### config.mk
export PLATFORM = sky130hd
export DESIGN_NAME = line_follow_pd_steering
export DESIGN_NICKNAME = d
export VERILOG_FILES = /design/src/hdl/lfpd_pkg.sv /design/src/hdl/line_follow_pd_steering.sv /design/src/hdl/lfpd_ctrl.sv /design/src/hdl/lfpd_datapath.sv
export SDC_FILE = /design/constraint.sdc
export NUM_CORES = 1
export LEC_CHECK = 0
export ABC_AREA = 1
export BUFFER_PORTS_ARGS = -buffer_cell sky130_fd_sc_hd__buf_4
export CORE_ASPECT_RATIO = 0.5
export CORE_MARGIN = 5
export CORE_UTILIZATION = 49
export DETAILED_ROUTE_END_ITERATION = 10
export HOLD_SLACK_MARGIN = 0.15
export PLACE_DENSITY = 0.76
export RECOVER_POWER = 25
export SYNTH_ARGS = -nofsm -noshare
export SYNTH_HDL_FRONTEND = slang
export SYNTH_HIERARCHICAL = 1
export SYNTH_SLANG_ARGS = --single-unit
### constraint.sdc
create_clock -name clk -period 16.5 [get_ports clk]
set_input_delay 1.65 -clock clk [delete_from_list [all_inputs] [get_ports clk]]
set_output_delay 1.65 -clock clk [all_outputs]
set_load 0.05 [all_outputs]
### src/hdl/lfpd_pkg.sv
// Shared types, constants and the sensor weight table for the line follower
// PD steering block. No dependencies; imported by every module in hdl.
package lfpd_pkg;

  // Sensor array and sample format
  localparam int SENSORS     = 14;
  localparam int SAMPLE_BITS = 12;
  localparam int POS_BITS    = $clog2(SENSORS);

  // Weight table and side split
  localparam int TABLE_LEN = 14;
  localparam int TBL_BITS  = $clog2(TABLE_LEN);
  localparam int SPLIT_POS = 7;
  localparam int SIDE_END  = 13;
  localparam logic signed [7:0] WEIGHTS [TABLE_LEN] = '{
    8'sd0, -8'sd20, -8'sd15, -8'sd10, -8'sd8, -8'sd5, -8'sd3,
    8'sd3, 8'sd5, 8'sd8, 8'sd10, 8'sd15, 8'sd20, 8'sd0
  };

  // Datapath widths
  localparam int DUTY_BITS = 16;
  localparam int SUM_BITS  = 8;
  localparam int CNT_BITS  = 4;
  localparam int SIDE_BITS = 3;
  localparam int ERR_BITS  = 6;
  localparam int DIV_STEPS = SUM_BITS;
  localparam int STEP_BITS = $clog2(DIV_STEPS);

  // Configuration port
  localparam int CFG_INDEX_BITS = 3;
  localparam int CFG_DATA_BITS  = 16;
  localparam logic [CFG_INDEX_BITS-1:0] REG_RUN_ENABLE     = 3'd0;
  localparam logic [CFG_INDEX_BITS-1:0] REG_DARK_THRESHOLD = 3'd1;
  localparam logic [CFG_INDEX_BITS-1:0] REG_GAIN_PROP      = 3'd2;
  localparam logic [CFG_INDEX_BITS-1:0] REG_GAIN_DERIV     = 3'd3;
  localparam logic [CFG_INDEX_BITS-1:0] REG_BASE_SPEED     = 3'd4;
  localparam logic [CFG_INDEX_BITS-1:0] REG_DUTY_LIMIT     = 3'd5;

  // Commands from controller to datapath
  typedef struct packed {
    logic take;      // accepted sample while enabled
    logic scan_end;  // accepted sample is the last of the scan
    logic dis_out;   // accepted sample while disabled: zero result
    logic div_step;  // one restoring division step
    logic mul_step;  // register the two PD products
    logic sum_step;  // register the PD delta
    logic finish;    // clamp, load result, update error and side memory
  } lfpd_cmd_t;

  // Status from datapath to controller
  typedef struct packed {
    logic run_enable;
    logic pos_last;
    logic lost;
    logic out_valid;
  } lfpd_status_t;

  // Weight of a sensor; anything past the table weighs nothing
  function automatic logic signed [7:0] weight_of(input logic [POS_BITS-1:0] p);
    logic signed [7:0] w;
    w = 8'sd0;
    if (int'(p) < TABLE_LEN) w = WEIGHTS[p[TBL_BITS-1:0]];
    return w;
  endfunction

endpackage

### src/hdl/line_follow_pd_steering.sv
// Top level of the line follower PD steering block: joins the sequencer and
// the datapath. Depends on lfpd_pkg, lfpd_ctrl and lfpd_datapath.
//
//   channel  direction  handshake            payload
//   in       request    in_valid / in_ready  reading
//   out      result     out_valid/out_ready  left_duty right_duty line_lost turn_left
//   cfg      write      cfg_write            cfg_index cfg_data
//
// The last sample of a scan with the line seen starts the one-bit-a-step
// divider, then products, sum and clamp; a lost scan or a disabled sample
// gives its result the next cycle.
// Reset is synchronous and clears the scan, error and side memory at once.
// Mid-scan samples are taken while a result waits; others wait for the slot.
module line_follow_pd_steering (
  input  logic                                clk,
  input  logic                                rst,
  input  logic                                cfg_write,
  input  logic [lfpd_pkg::CFG_INDEX_BITS-1:0] cfg_index,
  input  logic [lfpd_pkg::CFG_DATA_BITS-1:0]  cfg_data,
  input  logic                                in_valid,
  output logic                                in_ready,
  input  logic [lfpd_pkg::SAMPLE_BITS-1:0]    reading,
  output logic                                out_valid,
  input  logic                                out_ready,
  output logic [lfpd_pkg::DUTY_BITS-1:0]      left_duty,
  output logic [lfpd_pkg::DUTY_BITS-1:0]      right_duty,
  output logic                                line_lost,
  output logic                                turn_left
);
  import lfpd_pkg::*;

  lfpd_cmd_t    cmd;
  lfpd_status_t status;

  lfpd_ctrl u_ctrl (
    .clk       (clk),
    .rst       (rst),
    .in_valid  (in_valid),
    .in_ready  (in_ready),
    .out_ready (out_ready),
    .status    (status),
    .cmd       (cmd)
  );

  lfpd_datapath u_datapath (
    .clk        (clk),
    .rst        (rst),
    .cfg_write  (cfg_write),
    .cfg_index  (cfg_index),
    .cfg_data   (cfg_data),
    .reading    (reading),
    .out_ready  (out_ready),
    .cmd        (cmd),
    .status     (status),
    .out_valid  (out_valid),
    .left_duty  (left_duty),
    .right_duty (right_duty),
    .line_lost  (line_lost),
    .turn_left  (turn_left)
  );

`ifndef NO_ASSERTIONS
  // A result is never loaded over one that has not been taken
  a_no_overwrite: assert property (@(posedge clk) disable iff (rst)
    (cmd.finish || cmd.dis_out || (cmd.scan_end && status.lost))
      |-> (!out_valid || out_ready))
    else $error("result register overwritten");

  // No request is taken while the divider runs
  a_busy_no_accept: assert property (@(posedge clk) disable iff (rst)
    cmd.div_step |-> !in_ready)
    else $error("request accepted during scan-end computation");

  // A scan with the line seen starts the divider next cycle
  a_div_starts: assert property (@(posedge clk) disable iff (rst)
    (cmd.scan_end && !status.lost) |=> cmd.div_step)
    else $error("divider did not start after scan end");
`endif

endmodule

### src/hdl/lfpd_ctrl.sv
// Sequencer for the steering block: handshake on the request side and the
// scan-end steps (divide, multiply, sum, finish). Depends on lfpd_pkg.
module lfpd_ctrl (
  input  logic                 clk,
  input  logic                 rst,
  input  logic                 in_valid,
  output logic                 in_ready,
  input  logic                 out_ready,
  input  lfpd_pkg::lfpd_status_t status,
  output lfpd_pkg::lfpd_cmd_t    cmd
);
  import lfpd_pkg::*;

  typedef enum logic [2:0] {S_IDLE, S_DIV, S_MUL, S_SUM, S_DONE} state_t;

  state_t               state;
  logic [STEP_BITS-1:0] step;
  logic                 accept;

  // A mid-scan request never produces a result, so it may pass a held result
  assign in_ready = (state == S_IDLE) &&
                    (!status.out_valid || out_ready ||
                     (status.run_enable && !status.pos_last));
  assign accept = in_valid && in_ready;

  // Command decode
  always_comb begin
    cmd          = '0;
    cmd.take     = accept && status.run_enable;
    cmd.scan_end = accept && status.run_enable && status.pos_last;
    cmd.dis_out  = accept && !status.run_enable;
    cmd.div_step = (state == S_DIV);
    cmd.mul_step = (state == S_MUL);
    cmd.sum_step = (state == S_SUM);
    cmd.finish   = (state == S_DONE);
  end

  // State and step counter
  always_ff @(posedge clk) begin
    if (rst) begin
      state <= S_IDLE;
      step  <= '0;
    end else begin
      case (state)
        S_IDLE: begin
          step <= '0;
          if (cmd.scan_end && !status.lost) state <= S_DIV;
        end
        S_DIV: begin
          step <= step + 1'b1;
          if (step == STEP_BITS'(DIV_STEPS - 1)) state <= S_MUL;
        end
        S_MUL:  state <= S_SUM;
        S_SUM:  state <= S_DONE;
        S_DONE: state <= S_IDLE;
        default: state <= S_IDLE;
      endcase
    end
  end

endmodule

### src/hdl/lfpd_datapath.sv
// Datapath: configuration registers, scan accumulators, serial divider,
// PD products, clamps and the result register. Depends on lfpd_pkg.
module lfpd_datapath (
  input  logic                                 clk,
  input  logic                                 rst,
  input  logic                                 cfg_write,
  input  logic [lfpd_pkg::CFG_INDEX_BITS-1:0]  cfg_index,
  input  logic [lfpd_pkg::CFG_DATA_BITS-1:0]   cfg_data,
  input  logic [lfpd_pkg::SAMPLE_BITS-1:0]     reading,
  input  logic                                 out_ready,
  input  lfpd_pkg::lfpd_cmd_t                  cmd,
  output lfpd_pkg::lfpd_status_t               status,
  output logic                                 out_valid,
  output logic [lfpd_pkg::DUTY_BITS-1:0]       left_duty,
  output logic [lfpd_pkg::DUTY_BITS-1:0]       right_duty,
  output logic                                 line_lost,
  output logic                                 turn_left
);
  import lfpd_pkg::*;

  // Configuration
  logic                   run_enable;
  logic [SAMPLE_BITS-1:0] dark_threshold;
  logic [7:0]             gain_prop;
  logic [7:0]             gain_deriv;
  logic [DUTY_BITS-1:0]   base_speed;
  logic [DUTY_BITS-1:0]   duty_limit;

  // Scan state
  logic [POS_BITS-1:0]        sensor_position;
  logic signed [SUM_BITS-1:0] weight_sum;
  logic [CNT_BITS-1:0]        dark_count;
  logic [SIDE_BITS-1:0]       left_dark_count;
  logic [SIDE_BITS-1:0]       right_dark_count;
  logic signed [ERR_BITS-1:0] last_error;
  logic                       pivot_left;

  // Divider and PD pipeline
  logic [SUM_BITS-1:0]         quo;
  logic [CNT_BITS:0]           rem;
  logic [CNT_BITS:0]           divisor;
  logic                        neg;
  logic [CNT_BITS+1:0]         trial;
  logic signed [SUM_BITS-1:0]  err_full;
  logic signed [ERR_BITS-1:0]  err;
  logic signed [ERR_BITS-1:0]  err_hold;
  logic signed [ERR_BITS:0]    diff;
  logic signed [14:0]          prod_p;
  logic signed [15:0]          prod_d;
  logic signed [14:0]          prod_p_next;
  logic signed [15:0]          prod_d_next;
  logic signed [16:0]          delta;
  logic signed [17:0]          sum_left;
  logic signed [17:0]          sum_right;

  logic inner;
  logic dark;
  logic lost_load;

  assign status.run_enable = run_enable;
  assign status.pos_last   = (sensor_position == POS_BITS'(SENSORS - 1));
  assign status.lost       = (dark_count == '0);
  assign status.out_valid  = out_valid;

  assign inner = (sensor_position != '0) && (int'(sensor_position) < SENSORS - 1);
  assign dark  = inner && (reading >= dark_threshold);
  assign lost_load = cmd.scan_end && status.lost;

  // Restoring division step, magnitude shifted out of quo from the top
  assign trial = {rem, quo[SUM_BITS-1]};

  // Signed error, difference and products
  assign err_full    = neg ? SUM_BITS'(-$signed(quo)) : $signed(quo);
  assign err         = err_full[ERR_BITS-1:0];
  assign diff        = {err[ERR_BITS-1], err} - {last_error[ERR_BITS-1], last_error};
  assign prod_p_next = $signed({1'b0, gain_prop}) * err;
  assign prod_d_next = $signed({1'b0, gain_deriv}) * diff;

  assign sum_left  = $signed({2'b00, base_speed}) + {delta[16], delta};
  assign sum_right = $signed({2'b00, base_speed}) - {delta[16], delta};

  function automatic logic [DUTY_BITS-1:0] clamp_duty(input logic signed [17:0] v,
                                                      input logic [DUTY_BITS-1:0] top);
    logic [DUTY_BITS-1:0] r;
    if (v > $signed({2'b00, top})) r = top;
    else if (v < 18'sd0)          r = '0;
    else                          r = v[DUTY_BITS-1:0];
    return r;
  endfunction

  // Configuration registers
  always_ff @(posedge clk) begin
    if (rst) begin
      run_enable     <= 1'b0;
      dark_threshold <= SAMPLE_BITS'(2048);
      gain_prop      <= 8'd20;
      gain_deriv     <= 8'd20;
      base_speed     <= 16'd252;
      duty_limit     <= 16'd1023;
    end else if (cfg_write) begin
      case (cfg_index)
        REG_RUN_ENABLE:     run_enable     <= cfg_data[0];
        REG_DARK_THRESHOLD: dark_threshold <= cfg_data[SAMPLE_BITS-1:0];
        REG_GAIN_PROP:      gain_prop      <= cfg_data[7:0];
        REG_GAIN_DERIV:     gain_deriv     <= cfg_data[7:0];
        REG_BASE_SPEED:     base_speed     <= cfg_data;
        REG_DUTY_LIMIT:     duty_limit     <= cfg_data;
        default: ;
      endcase
    end
  end

  // Scan accumulators, error and side memory
  always_ff @(posedge clk) begin
    if (rst) begin
      sensor_position  <= '0;
      weight_sum       <= '0;
      dark_count       <= '0;
      left_dark_count  <= '0;
      right_dark_count <= '0;
      last_error       <= '0;
      pivot_left       <= 1'b0;
    end else if (lost_load || cmd.finish) begin
      sensor_position  <= '0;
      weight_sum       <= '0;
      dark_count       <= '0;
      left_dark_count  <= '0;
      right_dark_count <= '0;
      if (cmd.finish) begin
        last_error <= err_hold;
        pivot_left <= (left_dark_count > right_dark_count);
      end
    end else if (cmd.take && !status.pos_last) begin
      sensor_position <= sensor_position + 1'b1;
      if (dark) begin
        weight_sum <= weight_sum + weight_of(sensor_position);
        dark_count <= dark_count + 1'b1;
        if (int'(sensor_position) < SPLIT_POS)
          left_dark_count <= left_dark_count + 1'b1;
        else if (int'(sensor_position) < SIDE_END)
          right_dark_count <= right_dark_count + 1'b1;
      end
    end
  end

  // Divider and PD pipeline registers
  always_ff @(posedge clk) begin
    if (cmd.scan_end) begin
      neg     <= weight_sum[SUM_BITS-1];
      quo     <= weight_sum[SUM_BITS-1] ? SUM_BITS'(-weight_sum) : weight_sum;
      rem     <= '0;
      divisor <= {1'b0, dark_count} + (CNT_BITS+1)'(2);
    end else if (cmd.div_step) begin
      if (trial >= {1'b0, divisor}) begin
        rem <= (CNT_BITS+1)'(trial - {1'b0, divisor});
        quo <= {quo[SUM_BITS-2:0], 1'b1};
      end else begin
        rem <= trial[CNT_BITS:0];
        quo <= {quo[SUM_BITS-2:0], 1'b0};
      end
    end
    if (cmd.mul_step) begin
      prod_p   <= prod_p_next;
      prod_d   <= prod_d_next;
      err_hold <= err;
    end
    if (cmd.sum_step) delta <= {{2{prod_p[14]}}, prod_p} + {prod_d[15], prod_d};
  end

  // Result register
  always_ff @(posedge clk) begin
    if (rst) begin
      out_valid <= 1'b0;
    end else if (cmd.dis_out || lost_load || cmd.finish) begin
      out_valid <= 1'b1;
    end else if (out_ready) begin
      out_valid <= 1'b0;
    end
  end

  always_ff @(posedge clk) begin
    if (cmd.dis_out) begin
      left_duty  <= '0;
      right_duty <= '0;
      line_lost  <= 1'b0;
      turn_left  <= pivot_left;
    end else if (lost_load) begin
      left_duty  <= pivot_left ? '0 : base_speed;
      right_duty <= pivot_left ? base_speed : '0;
      line_lost  <= 1'b1;
      turn_left  <= pivot_left;
    end else if (cmd.finish) begin
      left_duty  <= clamp_duty(sum_left, duty_limit);
      right_duty <= clamp_duty(sum_right, duty_limit);
      line_lost  <= 1'b0;
      turn_left  <= (left_dark_count > right_dark_count);
    end
  end

endmodule
Word-level counts from Yosys, hierarchy flattened --
Memory sizes are Yosys's and may differ from the RTL's. Index checks and enable logic that the tools add are counted.
Cells by class: add/sub/neg operators 14, $mul 2, $lt $le $gt $ge 11, equality and inequality tests 13, multiplexer cells 34, bitwise operators 2, reduce and logical (&&, ||, !) cells 41
Operators with widths (count):
- two-way mux 16 bit | 10
- two-way mux 8 bit | 10
- > comparator 18 x 17 -> 1 bit | 2
- less-than comparator 18 x 1 -> 1 bit, second input constant | 2
- adder 17 x 17 -> 18 bit | 1
- AND reduction 2 bit | 9
- subtractor 17 x 17 -> 18 bit | 1
- adder 15 x 16 -> 17 bit | 1
- multiplier 9 x 7 -> 16 bit | 1
- multiplier 9 x 6 -> 15 bit | 1
- equality test 3 x 2 -> 1 bit, second input constant | 4
- equality test 3 bit, second input constant | 4
- greater-or-equal comparator 12 bit | 1
- case mux 3 bit (4 select lines) | 1
- logical AND 1 bit | 11
- adder 3 x 1 -> 3 bit, second input constant | 3
- adder 4 x 1 -> 4 bit, second input constant | 2
- adder 8 bit | 1
- less-than comparator 4 bit, second input constant | 2
- two-way mux 1 bit | 8
- negator 8 bit | 1
- nonzero test 2 bit | 4
- subtractor 6 x 6 -> 7 bit | 1
- equality test 3 x 1 -> 1 bit, second input constant | 2
- other kinds (25) | 34
Word-level totals: register bits after elaboration 204, ROM bits 128, bits of input ports 36, output and inout bits 36, logic and storage cells 146, memories kept 1
Memory list:
- (no name shown) | words 16, width 8, read ports 1, clocked after memory_dff 0, wr ports 0, RTL line lfpd_pkg.sv:62 | if (int'(p) < TABLE_LEN) w = WEIGHTS[p[TBL_BITS-1:0]];

Logic depth before layout (Yosys ltp) --
Gate-level depths: netlist (run 1).
depth in word-level cells 13, mapped depth 37, gate-level depth less buffers 36

Cells and area by module --
Netlist (run 1), hierarchy kept.
By module, submodules not included:
- lfpd_datapath | instances 1, cells an instance 2109, area an instance 16060.4 sq um, sequential area each 4654.5 sq um
- lfpd_ctrl | instances 1, cells an instance 58, area an instance 372.9 sq um, sequential area each 120.1 sq um

Worst setup path before layout (run 1) --
Ideal clock, no wire load.
kind reg2reg, start point register u_datapath.quo[0], end point register u_datapath.prod_d[14], data pin, setup time 0.258 ns, arrival time 5.992 ns, data required time 16.242 ns, path slack 10.250 ns, stages on the path, launching flop included 34, path buffers 1, clock period less this slack 6.250 ns, cells stage by stage edfxtp_1 clkbuf_1 inv_1 ha_1 nor2_1 nor2_1 a22oi_1 inv_1 ha_1 nand2_1 nor2_1 a211oi_1 inv_1 nand2_1 nand2_1 a21oi_1 xnor2_1 inv_1 nor2_1 fa_1 inv_1 fa_1 fa_1 fa_1 inv_1 ha_1 a21oi_1 o21ai_0 a21oi_1 o21ai_0 a21oi_1 nor2_1 nor2_1 xnor2_1
Between the ends: cells in the longest elaborated chain, start to end 4
RTL lines:
- start, declared | RTL line lfpd_datapath.sv:39 | logic [SUM_BITS-1:0] quo;
- start signal, assigned | RTL line lfpd_datapath.sv:150 | quo <= weight_sum[SUM_BITS-1] ? SUM_BITS'(-weight_sum) : weight_sum;
- start signal, assigned | RTL line lfpd_datapath.sv:156 | quo <= {quo[SUM_BITS-2:0], 1'b1};
- start signal, assigned | RTL line lfpd_datapath.sv:159 | quo <= {quo[SUM_BITS-2:0], 1'b0};
- negator 6 bit | RTL line lfpd_datapath.sv:73 | assign err_full = neg ? SUM_BITS'(-$signed(quo)) : $signed(quo);
- two-way mux 6 bit | RTL line lfpd_datapath.sv:73
- via u_datapath.err_full[2] | RTL line lfpd_datapath.sv:44 | logic signed [SUM_BITS-1:0] err_full;
- subtractor 6 x 6 -> 7 bit | RTL line lfpd_datapath.sv:75 | assign diff = {err[ERR_BITS-1], err} - {last_error[ERR_BITS-1], last_error};
- multiplier 9 x 7 -> 16 bit | RTL line lfpd_datapath.sv:77 | assign prod_d_next = $signed({1'b0, gain_deriv}) * diff;
- via u_datapath.prod_d_next[14] | RTL line lfpd_datapath.sv:51 | logic signed [15:0] prod_d_next;
- end signal, assigned | RTL line lfpd_datapath.sv:164 | prod_d <= prod_d_next;
- end, declared | RTL line lfpd_datapath.sv:49 | logic signed [15:0] prod_d;
The timed path passes the listed nets, and every way through them passes these cells. A chain may end at the register's enable or synchronous reset.

Final worst setup path (run 1) --
start point register u_datapath.quo[0], end point register u_datapath.prod_d[13], data pin
Same word-level chain as after synthesis.

==> metrics, run 1 <==
Ant. Diodes 0; critical hold path startpoint u_datapath/dark_threshold[7]$_SDFFE_PP0P_; full die area 0.0375 mm²; worst slew pin tran 2.94 ns; failing checks capacitance limit, slew limit; largest net degree at the start of global routing 67; Syn Nets 2466; CP Max Fanout 11; GRT Resource Usage Total 23.0%; PostCTS Resize Cnt 0; worst path arrival time 7.15 ns; Worst Setup SP u_datapath/quo[0]$_DFFE_PP_; worst reg-to-reg path cell count 27; Slew Viols, Final 38; Antenna Nets Post-Route 0; vias in the first global route 13700; Initial Util 49.7%; Congestion Overflow GR 0; H-tree depth 1; core area 0.0330 mm²; CP endpoint kind flip-flop; WL/cell 16.3 µm; # clock sinks 204; Rel. slew slack -96.7%; VDD IR-drop max 47.2 µV; area grow syn2layout 9.40%; sequential cell area fraction in the yosys report 29.1%; 1st-pass router iterations 5; hpwl dp 34000 µm; Post-CTS Hold Fix Bufs 0; vias after detailed routing 14500; Die Span X 269 µm; worst hold margin 0.462 ns; achievable frequency 145 MHz; Port Buffers 71; Pwr Total 1.22 mW; setup violators final 0; outcome finished with violations; ratio of cells with drive above 1 in the final layout 7.30%; chip height 139 µm; first-pass GRT wire length 70300 µm; Total Routed Length 43400 µm; row count 47; top cell type's share of synthesized area 16.4%; setup TNS 0 ns; skew final 0.0203 ns; Final Cycle Share 41.7%; CTS Buf Count 21; HP Class flip-flop to flip-flop; element type at the critical path start flip-flop; reg2reg setup slack 9.62 ns; Hold Path Sink u_datapath/dark_threshold[7]$_SDFFE_PP0P_; clock root buffer clkbuf_16; Clk pin slew, worst setup/hold paths 0.06 ns; Yosys cell types 54; Yosys warnings 6; Synth area leader dfxtp_1; Yosys reg bits 204; reg2reg end u_datapath/prod_d[13]$_DFFE_PP_; RSZ-0062 raised after global routing false; hold path cells 2; CTS tree built; Lkg Pwr 8.91 nW; GPL Wtd Cong 0.950; Mapped Cells 2167; minimum clock period 6.88 ns; syn avg cell area 7.58 µm²; power per cell area 67.8 mW/mm²; initial antenna violation count 1; Cell Area, Synth 0.0164 mm²; IO Pins 72; Max Buffers Root-to-Sink 3; Worst Setup Path Type flip-flop to flip-flop; DRC 0; Hold Violations, Final 0; postcts setup bufs 0; r2r startpoint u_datapath/quo[0]$_DFFE_PP_; via/cell ratio 5.45; max_cap viols 1; required time of the critical path 16.77 ns; Skew-Pair Late Insertion Delay 0.52 ns; nets 2504; Starting DRT DRC Count 1062; dominant cells by area after synthesis dfxtp_1, ha_1, edfxtp_1, nand2_1, inv_1
[power by group]
part | switching, mW | leakage (nW) | total (mW) | internal (mW)
clock network | 0.212 | 0.346 | 0.496 | 0.284
registers | 0.00759 | 1.73 | 0.536 | 0.528
logic | 0.120 | 6.83 | 0.187 | 0.0674
[critical path, stage by stage (launching register included)]
cell      delay (ns)
edfxtp_1        0.53
inv_1           0.14
ha_1            0.30
nand2_1         0.07
o21ai_0         0.39
fa_1            0.60
nand3_1         0.10
nand3_1         0.11
xnor2_1         0.60
or2_2           0.23
fa_1            0.43
fa_1            0.55
inv_1           0.06
fa_1            0.52
inv_1           0.05
fa_1            0.52
inv_1           0.05
ha_1            0.36
a21oi_1         0.17
nand2_1         0.13
nand3_1         0.09
nand2_1         0.08
nand3_1         0.08
nand2_1         0.08
a21oi_1         0.13
nor2_1          0.05
nor2_1          0.11
xor2_1          0.08
[cell type report]
type	instances	area [µm²]
clock buffer	31	634
clock inverter	7	68.8
fill	3084	15100
inverter	374	1410
multi-input combinational	1525	9960
sequential	204	4770
tap	441	552
timing repair buffer	79	582
[metal layers]
| layer | track usage (%) | routed length, µm |
|---|---|---|
| met5 | 0 | 0 |
| met4 | 8.47 | 1710 |
| met3 | 3.10 | 2690 |
| met2 | 37.3 | 19800 |
| met1 | 31.4 | 19200 |
[metrics by stage]
stage | util, % | worst slack (ns) | cell area [µm²] | instances
floorplan | - | 10.25 | 16400 | 2167
global placement | 52.3 | 9.94 | 17300 | 2623
detailed placement | 52.3 | 9.76 | 17300 | 2623
CTS | 54.5 | 9.75 | 18000 | 2661
global route | 54.4 | 9.00 | 18000 | 2661
finish | 54.4 | 9.62 | 18000 | 2661
[cell usage in the layout, fill, tap and decap left out, drive strengths merged, types with 4 or more instances in the layout]
| cell type | synthesis | routed |
|---|---|---|
| nand3 | 124 | 124 |
| a21oi | 208 | 208 |
| nor4 | 4 | 4 |
| fa | 61 | 61 |
| a211oi | 5 | 5 |
| xor2 | 58 | 58 |
| dfxtp | 135 | 135 |
| inv | 371 | 373 |
| clkbuf | 40 | 34 |
| nor3 | 34 | 34 |
| nand2 | 404 | 404 |
| a31oi | 4 | 4 |
| o21ai | 157 | 157 |
| or2 | 8 | 8 |
| xnor2 | 15 | 15 |
| nor2 | 173 | 173 |
| o22ai | 8 | 8 |
| clkinv | 3 | 7 |
| edfxtp | 69 | 69 |
| o211ai | 26 | 26 |
| ha | 202 | 202 |
| buf | 24 | 76 |
| nand4 | 10 | 10 |
[sequential cells by signal, indices dropped and copies added (netlist names), 5 cells and up]
signal                     count
u_datapath/delta              17
u_datapath/base_speed         16
u_datapath/duty_limit         16
u_datapath/left_duty          16
u_datapath/prod_d             16
u_datapath/right_duty         16
u_datapath/prod_p             15
u_datapath/dark_threshold     12
u_datapath/gain_deriv          8
u_datapath/gain_prop           8
u_datapath/quo                 8
u_datapath/weight_sum          8
u_datapath/err_hold            6
u_datapath/last_error          6
u_datapath/divisor             5
u_datapath/rem                 5
[cell usage after synthesis, drive strengths merged]
cell type  count
o221ai         1
buf           24
nor2         173
inv          371
nand4         10
nor4b          1
ha           202
clkinv         3
nand3        124
fa            61
xnor2         15
o21bai         3
edfxtp        69
a21o           2
o2111ai        3
o41ai          1
nor4           4
a21oi        208
nand3b         3
a22oi          1
clkbuf        40
dfxtp        135
o22ai          8
o21a           3
o21ai        157
a21boi         3
a311oi         1
or2            8
nand2        404
o31ai          2
a31oi          4
o211ai        26
nor3          34
xor2          58
a211oi         5
[how the worst max path moves through the flow]
stage | endpoint | slack, ns | cells past startpoint
4_1_cts | u_datapath/prod_d[13]$_DFFE_PP_ | 9.75 | 29
6_report | u_datapath/prod_d[13]$_DFFE_PP_ | 9.62 | 27
3_5_place_dp | u_datapath/prod_d[14]$_DFFE_PP_ | 9.76 | 32
3_3_place_gp | u_datapath/prod_d[14]$_DFFE_PP_ | 9.94 | 32
5_1_grt | u_datapath/prod_d[14]$_DFFE_PP_ | 9.00 | 32
2_1_floorplan | u_datapath/prod_d[14]$_DFFE_PP_ | 10.25 | 33
[cell families after synthesis]
logic type / after synthesis / synth area share (%)
buf+inv: 438 / 10.4
fa+ha+maj: 263 / 22.8
simple gates: 761 / 19.7
compound gates: 428 / 14.2
xor+xnor: 73 / 3.89
flops: 204 / 29.1
No activity file was read; power rests on OpenSTA's default activity.
==> inputs of run 2 (changes only) <==
--- a/config.mk
+++ b/config.mk
@@ -12,7 +12,7 @@
 export CORE_UTILIZATION = 49
 export DETAILED_ROUTE_END_ITERATION = 10
 export HOLD_SLACK_MARGIN = 0.15
-export PLACE_DENSITY = 0.76
+export PLACE_DENSITY = 0.78
 export RECOVER_POWER = 25
 export SYNTH_ARGS = -nofsm -noshare
 export SYNTH_HDL_FRONTEND = slang
==> constraint.sdc (replaced) <==
create_clock -name clk -period 5.9 [get_ports clk]
set_input_delay 0.59 -clock clk [delete_from_list [all_inputs] [get_ports clk]]
set_output_delay 0.59 -clock clk [all_outputs]
set_load 0.05 [all_outputs]
==> run 2 against run 1 <==
Effect of this change:
- the run still ends with capacitance limit, slew limit left
- cell area is 2.4% higher
- via count is 1.3% higher
- cell count is 1.1% higher
- clock-buffer cell count stayed put
- largest cell class unchanged
- largest power group unchanged
- sequential share of layout area is 0.63 points lower
- critical path depth is 6 higher
==> metrics, run 2 (synthesis results as in run 1) <==
outcome finished with violations; failing checks capacitance limit, slew limit; H-tree depth 1 (unchanged); required time of the critical path 6.16 ns (-10.61 ns); Pwr Total 3.39 mW (+180%); full die area 0.0375 mm² (unchanged); CTS tree built; CTS Buf Count 21 (unchanged); setup slack after layout 0.104 ns (-9.51 ns); clock root buffer clkbuf_16; skew final 0.0189 ns (-0.00139 ns); Hold Violations, Final 0 (unchanged); Place WS -0.0527 ns (-9.81 ns); most common cell after layout, fill and taps aside nand2_1; cell mode on critical path nand2_2; Starting DRT DRC Count 1152 (+8.5%); number of flip-flops in the largest register 17 (unchanged); IO Pins 72 (unchanged); worst path arrival time 6.06 ns (-1.09 ns); worst slew pin tran 2.80 ns (-0.145 ns); CP endpoint kind flip-flop; slowest cell on the critical path fa_1; VDD IR-drop max 165 µV (+250%); Final Cycle Share 98.2% (+57 points); final core occ 55.7% (+1.3 points); setup violators final 0 (unchanged); core area 0.0330 mm² (unchanged); row count 47 (unchanged); area of the multi-input gates 0.0102 mm² (+2.8%); via/cell ratio 5.46 (+0.23%); initial antenna violation count 0 (-1); 1st-pass router iterations 7 (+2); placed cells 2642 (+0.72%); Congestion Overflow GR 0 (unchanged); Initial Util 49.7% (unchanged); Reg area 0.00477 mm² (unchanged); Post-CTS Hold Fix Bufs 0 (unchanged); first-pass GRT wire length 70200 µm (-0.11%); chip height 139 µm (unchanged); ratio of cells with drive above 1 in the final layout 10.3% (+3.0 points); Die Span X 269 µm (unchanged); # clock sinks 204 (unchanged); Clk pin slew, worst setup/hold paths 0.06 ns (about the same); Skew-Pair Late Insertion Delay 0.52 ns (about the same); area grow syn2layout 12.1%; Max Buffers Root-to-Sink 3 (unchanged); minimum clock period 5.80 ns (-1.09 ns); CP Max Fanout 5 (-6); hpwl dp 33600 µm (-1.2%); Worst Setup Path Type flip-flop to flip-flop; HP Class primary input to flip-flop; max_cap viols 1 (unchanged); Top reg by flops u_datapath/delta; Antenna Nets Post-Route 0 (unchanged); vias after detailed routing 14700 (+1.3%); Port Buffers 71 (unchanged); WL/cell 16.4 µm (+0.54%); DRC 0 (unchanged); Total Routed Length 44100 µm (+1.6%); post-route insts no fill 2689 (+1.1%); largest net degree at the start of global routing 67 (unchanged); element type at the critical path start flip-flop; nets 2532 (+1.1%); Rel. slew slack -86.3% (+10 points); RSZ-0062 raised after global routing true; power per cell area 184 mW/mm² (+170%); Ant. Diodes 0 (unchanged); CP max stage delay 0.52 ns (-0.08 ns); GRT Resource Usage Total 22.7% (-0.27 points); commonest cells after routing, fill and taps aside nand2_1, inv_1, a21oi_1; Lkg Pwr 9.04 nW (+1.5%); fillers 3032 (-1.7%); Slew Viols, Final 67 (+76%); GPL Wtd Cong 0.940 (-1.1%); achievable frequency 173 MHz (+19%); vias in the first global route 14200 (+3.1%)
==> run 2: layout make-up <==
class                   count  area share, %
well taps                 441           3.00
multi-input cells        1525           55.6
flip-flops and latches    204           25.9
inverters                 374           7.63
repair buffers            107           4.30
clock buffers              31           3.17
clock inverters             7          0.360
==> run 2: stage by stage <==
| step | hold WS, ns | setup TNS (ns) | instance area [µm²] |
|---|---|---|---|
| 4_1_cts | 0.306 | 0 | 18100 |
| 3_5_place_dp | 0.454 | -0.0855 | 17500 |
| 2_1_floorplan | 0.425 | 0 | 16500 |
| 5_1_grt | 0.340 | -0.376 | 18400 |
| 3_3_place_gp | 0.451 | 0 | 17500 |
| 6_report | 0.330 | 0 | 18400 |
==> run 2: power breakdown <==
part           internal (mW)  leakage (nW)  switching [mW]
Clock                  0.734         0.318           0.564
Combinational          0.233          6.99           0.362
Sequential              1.48          1.73          0.0218
Total                   2.45          9.04           0.948
==> run 2: worst max-delay path: cells and delay by family, from the launching register on <==
kind                       cells  cell delay, ns
and+or+nand+nor               14            1.11
buffers and inverters          6            0.44
adders and majority gates      7            2.70
AOI/OAI and AO/OA              4            0.60
DFF                            1            0.40
xor gates and xnor gates       2            0.30
==> run 2: what timing repair did <==
action	in CTS	in global routing
pin swaps	0	38
resized for setup	3	58
buffers inserted	0	9
hold endpoints to repair	0	0
setup endpoints to repair	2	8
==> run 2: final timing paths <==
kind / startpoint / endpoint / slack, ns / cells past startpoint
worst max register to register: u_datapath/quo[0]$_DFFE_PP_ / u_datapath/prod_d[13]$_DFFE_PP_ / 0.10 / 33
worst max-delay path: u_datapath/quo[0]$_DFFE_PP_ / u_datapath/prod_d[13]$_DFFE_PP_ / 0.10 / 33
worst min register to register: u_datapath/dark_threshold[8]$_SDFFE_PP0P_ / u_datapath/dark_threshold[8]$_SDFFE_PP0P_ / 0.46 / 2
worst min-delay path: cfg_data[8] / u_datapath/duty_limit[8]$_SDFFE_PP1P_ / 0.33 / 3
==> run 2: routing by layer <==
| metal | global-route usage, % | part of all wire, % | vias up |
|---|---|---|---|
| li1 | - | - | 7190 |
| met4 | 7.50 | 3.6 | 0 |
| met3 | 3.63 | 6.3 | 105 |
| met5 | 0 | 0 | - |
| met2 | 38.8 | 48 | 478 |
| met1 | 29.5 | 42 | 6904 |
==> inputs of run 3 (changes only) <==
--- a/config.mk
+++ b/config.mk
@@ -10,9 +10,10 @@
 export CORE_ASPECT_RATIO = 0.5
 export CORE_MARGIN = 5
 export CORE_UTILIZATION = 49
+export CTS_CLUSTER_DIAMETER = 60
 export DETAILED_ROUTE_END_ITERATION = 10
 export HOLD_SLACK_MARGIN = 0.15
-export PLACE_DENSITY = 0.78
+export PLACE_DENSITY = 0.76
 export RECOVER_POWER = 25
 export SYNTH_ARGS = -nofsm -noshare
 export SYNTH_HDL_FRONTEND = slang
==> constraint.sdc (replaced) <==
create_clock -name clk -period 6.8 [get_ports clk]
set_input_delay 0.68 -clock clk [delete_from_list [all_inputs] [get_ports clk]]
set_output_delay 0.68 -clock clk [all_outputs]
set_load 0.05 [all_outputs]
==> run 3 against run 2 <==
Effect of this change:
- the run still ends with capacitance limit, slew limit left
- clock skew decreased by 0.0074 ns
- global-route usage increased by 0.15 points
- sequential share of layout area increased by 0.56 points
- utilization decreased by 1.2 points
- cell count decreased by 0.74%
- critical path depth decreased by 1
- hold slack improved by 0.090 ns
- first-iteration DRC count increased by 3.2%
- fmax decreased by 8.2%
- via count decreased by 2.4%
- non-clock buffer count decreased by 21
- sequential power decreased by 13%
- critical endpoint is now u_datapath/prod_d[14]$_DFFE_PP_
==> metrics, run 3 (synthesis results as in run 1) <==
Initial Util 49.7% (unchanged); minimum clock period 6.31 ns (+0.517 ns); worst path arrival time 6.57 ns (+0.51 ns); placed cell areas 0.0174 mm² (-0.62%); hold path cells 3 (unchanged); outcome finished with violations; setup violators final 0 (unchanged); element type at the critical path start flip-flop; chip height 139 µm (unchanged); VDD IR-drop max 113 µV (-32%); full die area 0.0375 mm² (unchanged); Worst Setup Path Type flip-flop to flip-flop; reg2reg setup slack 0.49 ns (+0.38 ns); core area 0.0330 mm² (unchanged); Clk pwr share 40.3% (+2.1 points); worst slew pin tran 2.00 ns (-0.794 ns); H-tree depth 1 (unchanged); cell mode on critical path nor2_1; Hold Path Sink u_datapath/duty_limit[9]$_SDFFE_PP1P_; WL/cell 16.2 µm (-1.0%); clock root buffer clkbuf_16; GPL Wtd Cong 0.941 (+0.11%); CP Max Fanout 7 (+2); IO Pins 72 (unchanged); Clk pin slew, worst setup/hold paths 0.06 ns (about the same); fillers 3125 (+3.1%); setup TNS 0 ns (unchanged); power per cell area 163 mW/mm² (-12%); achievable frequency 158 MHz (-8.2%); max_cap viols 1 (unchanged); commonest cells after routing, fill and taps aside nand2_1, inv_1, a21oi_1; CTS tree built; Congestion Overflow GR 0 (unchanged); # clock sinks 204 (unchanged); critical hold path startpoint cfg_data[9]; P_sw 0.821 mW (-13%); worst hold margin 0.421 ns (+0.0904 ns); Seq pwr share 44.3% (about the same); required time of the critical path 7.06 ns (+0.90 ns); slowest cell on the critical path fa_1; Top reg by flops u_datapath/delta; failing checks capacitance limit, slew limit; GRT Resource Usage Total 22.8% (+0.15 points); vias in the first global route 13800 (-2.6%); Slew Viols, Final 50 (-25%); internal power 2.12 mW (-13%); Antenna Nets Post-Route 0 (unchanged); final core occ 54.5% (-1.2 points); Skew-Pair Late Insertion Delay 0.52 ns (about the same); number of flip-flops in the largest register 17 (unchanged); nets 2512 (-0.79%); Max Buffers Root-to-Sink 3 (unchanged); sw frac 28.0% (about the same); area grow syn2layout 9.70%; via/cell ratio 5.37 (-1.7%); Hold Violations, Final 0 (unchanged); largest net degree at the start of global routing 50 (-25%); Design Area, Final 0.0180 mm² (-2.1%); Die Span X 269 µm (unchanged); reg2reg end u_datapath/prod_d[14]$_DFFE_PP_; hpwl dp 34000 µm (+1.3%); initial antenna violation count 0 (unchanged); HP Class primary input to flip-flop; 1st-pass router iterations 8 (+1); ratio of cells with drive above 1 in the final layout 7.72% (-2.6 points); worst reg-to-reg path cell count 32 (-3.0%); DRC 0 (unchanged); CP max stage delay 0.54 ns (+0.02 ns); Ant. Diodes 0 (unchanged); Rel. slew slack -33.4% (+53 points); Starting DRT DRC Count 1189 (+3.2%); Lkg Pwr 8.93 nW (-1.2%); Total Routed Length 43300 µm (-1.8%); Gate power share 15.4% (-2.1 points); Final Cycle Share 92.8% (-5.4 points); skew final 0.0116 ns (-0.00735 ns); r2r startpoint u_datapath/quo[1]$_DFFE_PP_; vias after detailed routing 14300 (-2.4%); first-pass GRT wire length 69800 µm (-0.61%); CTS Buf Count 22 (+4.8%); row count 47 (unchanged); most common cell after layout, fill and taps aside nand2_1; Port Buffers 71 (unchanged); Post-CTS Hold Fix Bufs 0 (unchanged); CP endpoint kind flip-flop
[run 3: cell types whose count changed in the layout (fill, tap and decap cells not counted), sizes merged]
| cell | change |
|---|---|
| bufinv | -1 |
| clkinvlp | +1 |
| clkbuf | +2 |
| buf | -22 |
[run 3: per-stage QoR]
step	setup slack [ns]	power, mW	instances
6_report	0.487	2.94	2669
5_1_grt	-0.0163	3.08	2669
4_1_cts	0.360	2.96	2669
3_5_place_dp	0.468	1.77	2630
3_3_place_gp	0.601	1.76	2630
2_1_floorplan	0.550	1.64	2167
[run 3: area by class of cell]
type | instances | area (µm²) | area share [%]
sequential | 204 | 4770 | 26.5
clock inverter | 7 | 46.3 | 0.257
timing repair buffer | 86 | 623 | 3.46
multi-input combinational | 1525 | 9970 | 55.3
clock buffer | 32 | 653 | 3.62
tap | 441 | 552 | 3.06
inverter | 374 | 1410 | 7.79
[run 3: metal layers]
metal | up-vias | track usage [%] | routed length [µm]
met5 | - | 0 | 0
met4 | 0 | 6.27 | 1190
met3 | 81 | 2.82 | 2510
met2 | 399 | 38.3 | 20300
met1 | 6670 | 31.3 | 19300
li1 | 7171 | - | -
[run 3: worst max-delay path by stage]
| stage | from | to | slack (ns) |
|---|---|---|---|
| after floorplan | u_datapath/quo[0]$_DFFE_PP_ | u_datapath/prod_d[14]$_DFFE_PP_ | 0.55 |
| after global placement | u_datapath/quo[1]$_DFFE_PP_ | u_datapath/prod_d[14]$_DFFE_PP_ | 0.60 |
| after detailed placement | u_datapath/quo[0]$_DFFE_PP_ | u_datapath/prod_d[14]$_DFFE_PP_ | 0.47 |
| after CTS | u_datapath/quo[1]$_DFFE_PP_ | u_datapath/prod_d[14]$_DFFE_PP_ | 0.36 |
| after global routing | u_datapath/quo[1]$_DFFE_PP_ | u_datapath/prod_d[13]$_DFFE_PP_ | -0.02 |
| final | u_datapath/quo[1]$_DFFE_PP_ | u_datapath/prod_d[14]$_DFFE_PP_ | 0.49 |
[run 3: timing repair]
action / in CTS / in global routing
buffers inserted: 0 / 0
gates resized for setup: 0 / 3
endpoints found under the hold margin: 0 / 0
setup endpoints to repair: 0 / 2
[run 3: power groups by stage]
stage | Clock [mW] | Combinational, mW | Sequential (mW)
detailed placement | 0 | 0.446 | 1.33
finish | 1.18 | 0.453 | 1.30
CTS | 1.21 | 0.449 | 1.30
global route | 1.26 | 0.513 | 1.30
global placement | 0 | 0.437 | 1.33
floorplan | 0 | 0.321 | 1.32
[run 3: worst max-delay path, delay by kind of cell (launching register included)]
kind                     cells  cell delay [ns]
buffers and inverters        6             0.49
AND/OR/NAND/NOR              9             0.65
XOR/XNOR                     2             0.23
adder cells (fa/ha/maj)      7             3.06
flip-flops                   1             0.37
AO/OA/AOI/OAI                8             1.27
